## config.mk

```make
export PLATFORM = sky130hd
export DESIGN_NAME = sorted_insert_priority_queue_unit
export DESIGN_NICKNAME = d
export VERILOG_FILES = /design/src/hdl/spq_pkg.sv /design/src/hdl/spq_cell.sv /design/src/hdl/sorted_insert_priority_queue_unit.sv
export SDC_FILE = /design/constraint.sdc
export NUM_CORES = 2
export LEC_CHECK = 0
export BUFFER_PORTS_ARGS = -buffer_cell sky130_fd_sc_hd__buf_2
export CAP_MARGIN = 20
export CORE_ASPECT_RATIO = 1.2
export CORE_MARGIN = 3
export CORE_UTILIZATION = 50
export DETAILED_ROUTE_END_ITERATION = 7
export PLACE_DENSITY = 0.76
export SLEW_MARGIN = 20
export SYNTH_ARGS = -nofsm -noshare
export SYNTH_HDL_FRONTEND = slang
export SYNTH_SLANG_ARGS = --single-unit
```

## constraint.sdc

```tcl
create_clock -name clock -period 6.2 [get_ports clock]
set_clock_uncertainty 0.1 [all_clocks]
set_input_delay 0.93 -clock clock [delete_from_list [all_inputs] [get_ports clock]]
set_output_delay 0.93 -clock clock [all_outputs]
set_load 0.03 [all_outputs]
```

## src/hdl/spq_pkg.sv

```systemverilog
// Shared types and constants for the sorted-insert priority queue.
`timescale 1ns / 1ps

package spq_pkg;

   localparam int DEPTH       = 16;
   localparam int VALUE_WIDTH = 32;
   localparam int COUNT_WIDTH = 5;
   localparam int POS_WIDTH   = 4;

   typedef enum logic {
      ACTION_INSERT = 1'b0,
      ACTION_READ   = 1'b1
   } action_type;

   typedef struct packed {
      action_type                    action;
      logic signed [VALUE_WIDTH-1:0] value;
      logic [POS_WIDTH-1:0]          position;
   } req_type;

   typedef struct packed {
      logic signed [VALUE_WIDTH-1:0] read_value;
      logic                          error;
      logic [COUNT_WIDTH-1:0]        entry_count;
   } rsp_type;

   // per-cell control from the top level
   typedef struct packed {
      logic insert_en;
      logic descending;
      logic occupied;
      logic at_end;
      logic taken_in;
   } cell_ctrl_type;

endpackage

```

## src/hdl/spq_cell.sv

```systemverilog
// One storage cell of the sorted chain: compare, then hold, shift or load.
`timescale 1ns / 1ps

module spq_cell (
   input  logic                                    clock,
   input  spq_pkg::cell_ctrl_type                  ctrl,
   input  logic signed [spq_pkg::VALUE_WIDTH-1:0] new_value,
   input  logic signed [spq_pkg::VALUE_WIDTH-1:0] left_value,
   output logic signed [spq_pkg::VALUE_WIDTH-1:0] value,
   output logic                                    taken_out
);
   import spq_pkg::*;

   logic signed [VALUE_WIDTH-1:0] value_ff;
   logic signed [VALUE_WIDTH-1:0] value_in;
   logic                          stop;
   logic                          hit;

   always_comb begin
      stop = ctrl.occupied &&
             (ctrl.descending ? (value_ff <= new_value) : (value_ff >= new_value));
      hit       = stop || ctrl.at_end;
      taken_out = ctrl.taken_in || hit;
   end

   // earlier cell took the value: shift right; first hit: load new value
   always_comb begin
      value_in = value_ff;
      if (ctrl.insert_en && ctrl.taken_in && (ctrl.occupied || ctrl.at_end)) begin
         value_in = left_value;
      end else if (ctrl.insert_en && hit) begin
         value_in = new_value;
      end
   end

   always_ff @(posedge clock) begin
      value_ff <= value_in;
   end

   assign value = value_ff;

endmodule

```

## src/hdl/sorted_insert_priority_queue_unit.sv

```systemverilog
// Top level of the sorted-insert priority queue: cell chain, count and response register.
//
// Requests arrive on req_valid/req_ready with a req_data struct: an insert
// places value before the first stored entry that does not precede it under
// the current order; a read returns the entry at position with the count.
// Every request gives exactly one response on rsp_valid/rsp_ready.
// The response is registered at the accepting edge. Throughput is one
// request per cycle while the receiver keeps up; all 16 cells compare
// in parallel and shift in the same cycle; the response register is the only stage.
// When the receiver stalls, req_ready drops while a response waits and
// rsp_ready is low; the next request is taken in the cycle it is freed.
// Writing csr_write_enable sets descending order from csr_write_data; the
// stored entries are not re-sorted. Reset (synchronous, active high) empties
// the store and clears the response valid flag and the order bit; entry
// contents are not cleared and are never read before being written.
// Reads at or beyond the count and inserts into a full store flag error.
`timescale 1ns / 1ps

module sorted_insert_priority_queue_unit (
   input  logic             clock,
   input  logic             reset,
   input  logic             req_valid,
   output logic             req_ready,
   input  spq_pkg::req_type req_data,
   output logic             rsp_valid,
   input  logic             rsp_ready,
   output spq_pkg::rsp_type rsp_data,
   input  logic             csr_write_enable,
   input  logic             csr_write_data
);
   import spq_pkg::*;

   logic                          descending_ff;
   logic                          descending_in;
   logic [COUNT_WIDTH-1:0]        count_ff;
   logic [COUNT_WIDTH-1:0]        count_in;
   logic                          rsp_valid_ff;
   logic                          rsp_valid_in;
   rsp_type                       rsp_ff;
   rsp_type                       rsp_in;

   logic                          req_fire;
   logic                          full;
   logic                          insert_en;
   logic                          read_ok;
   cell_ctrl_type                 ctrl       [DEPTH];
   logic signed [VALUE_WIDTH-1:0] cell_value [DEPTH];
   logic                          taken      [DEPTH+1];

   assign req_ready = !rsp_valid_ff || rsp_ready;
   assign req_fire  = req_valid && req_ready;
   assign full      = (count_ff == COUNT_WIDTH'(DEPTH));
   assign insert_en = req_fire && (req_data.action == ACTION_INSERT) && !full;
   assign read_ok   = ({1'b0, req_data.position} < count_ff);

   assign taken[0] = 1'b0;

   always_comb begin
      for (int i = 0; i < DEPTH; i++) begin
         ctrl[i].insert_en  = insert_en;
         ctrl[i].descending = descending_ff;
         ctrl[i].occupied   = (COUNT_WIDTH'(i) < count_ff);
         ctrl[i].at_end     = (COUNT_WIDTH'(i) == count_ff);
         ctrl[i].taken_in   = taken[i];
      end
   end

   for (genvar g = 0; g < DEPTH; g++) begin : g_cell
      spq_cell u_cell (
         .clock      (clock),
         .ctrl       (ctrl[g]),
         .new_value  (req_data.value),
         .left_value ((g == 0) ? req_data.value : cell_value[(g == 0) ? 0 : g-1]),
         .value      (cell_value[g]),
         .taken_out  (taken[g+1])
      );
   end

   always_comb begin
      descending_in = csr_write_enable ? csr_write_data : descending_ff;
      count_in      = insert_en ? count_ff + 1'b1 : count_ff;
   end

   always_comb begin
      rsp_valid_in = rsp_valid_ff && !rsp_ready;
      rsp_in       = rsp_ff;
      if (req_fire) begin
         rsp_valid_in       = 1'b1;
         rsp_in.entry_count = count_in;
         rsp_in.read_value  = '0;
         rsp_in.error       = 1'b0;
         case (req_data.action)
            ACTION_INSERT: begin
               rsp_in.error = full;
            end
            ACTION_READ: begin
               rsp_in.error = !read_ok;
               if (read_ok) begin
                  rsp_in.read_value = cell_value[req_data.position];
               end
            end
            default: begin
               rsp_in.error = 1'b1;
            end
         endcase
      end
   end

   always_ff @(posedge clock) begin
      if (reset) begin
         descending_ff <= 1'b0;
         count_ff      <= '0;
         rsp_valid_ff  <= 1'b0;
      end else begin
         descending_ff <= descending_in;
         count_ff      <= count_in;
         rsp_valid_ff  <= rsp_valid_in;
      end
   end

   always_ff @(posedge clock) begin
      rsp_ff <= rsp_in;
   end

   assign rsp_valid = rsp_valid_ff;
   assign rsp_data  = rsp_ff;

`ifndef SYNTHESIS
   a_count_bound: assert property (@(posedge clock) disable iff (reset)
      count_ff <= COUNT_WIDTH'(DEPTH))
      else $error("entry count beyond depth");

   a_insert_counts: assert property (@(posedge clock) disable iff (reset)
      insert_en |=> count_ff == $past(count_ff) + 1'b1)
      else $error("insert did not raise count");

   a_error_zero: assert property (@(posedge clock) disable iff (reset)
      rsp_valid_ff && rsp_ff.error |-> rsp_ff.read_value == '0)
      else $error("error response carries a value");

   a_rsp_count: assert property (@(posedge clock) disable iff (reset)
      req_fire |=> rsp_ff.entry_count == count_ff)
      else $error("response count differs from store count");
`endif

endmodule

```

==> results.toml <==
[synth]
synth_adder_area_share = 0.168
synth-main-ff-cell = "sky130_fd_sc_hd__edfxtp_1"
synthCells = 3148
synth_enable_flop_cells = 550
mappedNetlistArea_um2 = 38600
synth.area.mux_share = 0.180
synth_area_in_compound_gates = 0.102
synth_top_area_cell = "sky130_fd_sc_hd__edfxtp_1"
netlist.area_leader.share = 0.428
yosys.cell_count.top_type = "sky130_fd_sc_hd__edfxtp_1"
simple_logic_cell_fraction_of_the_synthesized_area = 0.0903
largest_cells_by_area_after_synthesis = "sky130_fd_sc_hd__edfxtp_1 (43%), sky130_fd_sc_hd__ha_1 (17%), sky130_fd_sc_hd__mux4_2 (9.3%)"
synth_area_per_cell_um2 = 12.3
synth_top_family_by_area = "multiplexers"
yosys_warnings = 0
mappedNetlistNets = 3709
ys_top_cells_by_count = "sky130_fd_sc_hd__edfxtp_1 (550), sky130_fd_sc_hd__ha_1 (518), sky130_fd_sc_hd__nand2_1 (280), sky130_fd_sc_hd__mux2_2 (276), sky130_fd_sc_hd__o21ai_0 (257)"
synth.lib_cells_used.distinct = 72
synth_xor_area_frac = 0.00409
synth_seq_cells = 557
synth-async-reset-ratio = 0
synth-seq-area-share = 0.432

[sta]
post-route-min-period_ns = 5.94
fin_tns_setup_ns = 0
final_max_slew_viol_count = 0
final.setup.worst_slack_ns = 0.262
relSlewSlack = 0.197
setup_viol = 0
timing_worst_slew_pin_value_ns = 1.19
final_hold_viol_count = 0
achievable-frequency_mhz = 168
min_period_over_period = 0.958
rsz0062_at_grt = "no"
fin_hold_ws_ns = 0.425

[global_routing]
total_global_routing_overflow = 0
first_global_vias = 29700
largest_net_degree_at_the_start_of_global_routing = 81
global_route_wire_length_before_repair_um = 195000
antenna_violations_before_repair = 8
grtUsageTotal = 0.330

[clock_network]
clk_pin_slew_ns = 0.06
worst_skew_pair.late_latency_ns = 0.65
clock-root-buffer = "sky130_fd_sc_hd__clkbuf_16"
cts_htree_levels = 2
cts_setup_buffers = 0
cts_resized = 0
cts.sink_count = 557
ctsLongestPathBuffers = 3
tritoncts_clock_tree = "built"
tritoncts_buffers = 58
cts.hold.buffers_added = 0

[routing]
detail_route.wl_per_cell_um = 31.0
detail_route.wirelength_um = 135000
vias = 30300
final_antenna_net_count = 0
route.detailed.vias_per_inst = 6.98
drt-pass1-iter-count = 6
route.detailed.drc = 0
drt_iter0_markers = 3997

[die]
die-height_um = 310
initial_core_util = 0.510
core.rowCount = 110
core_region_area_um2 = 75700
top_level_ports = 83
floorplan.die.width_um = 260
floorplan.die_area_um2 = 80600

[placed_design]
place.port_buffers = 82
gp_congestion = 1.01
dp_hpwl_um = 101000
place_ws_ns = -0.174

[worst_hold_path]
holdCritPathClass = "flop to flop"
timing.hold.worst.start = "rsp_valid$_SDFF_PP0_"
holdPathStages = 2

[setup_path]
setup.worst_path.end_class = "flop"
worst_ep_required_time_ns = 6.42
worstRegToRegCells = 13
worstSetupStartpointType = "input pin"
first_element_of_the_critical_path = "req_data[32]"
worst-path-max-fanout = 16
criticalPathCategory = "input pin to flop"
r2r_start = "g_cell[13].u_cell.value[28]$_DFFE_PP_"
critPathArrivalTime_ns = 6.16

[power_and_ir_drop]
power.density_cell_area_nw_per_um2 = 209
vdd_drop_max_v = 0.000214
leakagePower_nw = 16.2

[finish]
syn_to_final_growth_pct = 11.8
final_layout_size_suffix_gt1_frac = 0.241
n_fill_cell = 6122
design.final.nets = 3849

[run_status]
outcome = "finished, final reports clean"

[run]
maxCapViolations = 0
[kinds of logic after synthesis]
group / after synthesis
AOI/OAI and AO/OA: 650
xor gates and xnor gates: 18
adders and majority gates: 518
buffers and inverters: 236
DFF: 557
muxes: 456
and+or+nand+nor: 713
[critical path, cell delays in order]
cell and delay (ns):
sky130_fd_sc_hd__buf_2 0.25, sky130_fd_sc_hd__inv_1 0.31, sky130_fd_sc_hd__buf_4 0.29, sky130_fd_sc_hd__ha_1 0.32, sky130_fd_sc_hd__nand4_1 0.22, sky130_fd_sc_hd__nor4_2 0.89
sky130_fd_sc_hd__nand2_1 0.32, sky130_fd_sc_hd__a211oi_1 0.66, sky130_fd_sc_hd__nor4_1 0.14, sky130_fd_sc_hd__or3_1 0.37, sky130_fd_sc_hd__a311o_1 0.38, sky130_fd_sc_hd__and4b_1 0.23
sky130_fd_sc_hd__nand3b_2 0.16, sky130_fd_sc_hd__and2_1 0.23, sky130_fd_sc_hd__or2_2 0.14, sky130_fd_sc_hd__buf_4 0.27
[state kept, by name, indices dropped and copies added, names as in the netlist]
signal,count
descending_ff,1
rsp_valid,1
rsp_data,38
g_cell.u_cell.value,512
count_ff,5
[power by group]
| group | internal (mW) | switching [mW] | total (mW) | leakage, nW |
|---|---|---|---|---|
| clock | 2.00 | 1.61 | 3.61 | 0.918 |
| combinational | 0.475 | 0.717 | 1.19 | 10.3 |
| sequential | 4.19 | 0.0312 | 4.22 | 5.05 |
| total | 6.67 | 2.36 | 9.03 | 16.2 |
[worst paths after layout]
kind | slack, ns | endpoint
hold / removal | 0.42 | rsp_valid$_SDFF_PP0_
hold reg to reg | 0.42 | rsp_valid$_SDFF_PP0_
setup reg to reg | 0.89 | g_cell[14].u_cell.value[9]$_DFFE_PP_
setup / recovery | 0.26 | g_cell[14].u_cell.value[9]$_DFFE_PP_
[placed cells by master, fill, tap and decap left out, drive strengths merged, types with 9 or more instances in the layout]
cell	synthesis	layout
a211o	9	9
nor3	34	34
edfxtp	550	550
clkinv	2	29
nand2	280	280
o21ai	258	258
buf	47	234
clkbuf	108	67
a211oi	27	27
o211ai	23	23
mux2	294	294
and4	12	12
or3	12	12
a31oi	9	9
o21a	11	11
and2	9	9
xnor2	15	15
mux4	160	160
nand2b	16	16
nand4	92	92
a21oi	171	171
a21o	56	56
inv	79	81
ha	518	518
nor2	68	68
nor2b	61	61
a221oi	9	9
nand3	92	92
nor4	16	16
[routing by layer]
layer  part of all wire  vias up  track usage
met5            0.00017        -            0
met4              0.073        4        0.198
met3               0.12      487       0.0744
met2               0.45     2181        0.517
met1               0.36    14900        0.421
li1                   -    12700            -
[cell type report]
type | count | area (um^2) | share of cell area
Antenna cell | 5 | 12.5 | 0.000290
Clock buffer | 66 | 1480 | 0.0343
Clock inverter | 38 | 392 | 0.00908
Inverter | 81 | 304 | 0.00705
Multi-Input combinational cell | 2355 | 21100 | 0.489
Sequential cell | 557 | 16700 | 0.386
Tap cell | 1008 | 1260 | 0.0292
Timing Repair Buffer | 235 | 1940 | 0.0449
[metrics by stage]
stage	total power [mW]	instances	utilization	instance area (um^2)
4_1_cts	9.00	4340	0.570	43100
5_1_grt	9.25	4342	0.570	43100
3_5_place_dp	5.45	4236	0.545	41300
3_3_place_gp	5.42	4236	0.545	41200
6_report	9.03	4345	0.570	43100
2_1_floorplan	5.04	3148	-	38600
Note: power is estimated with default switching activity, not from simulation.
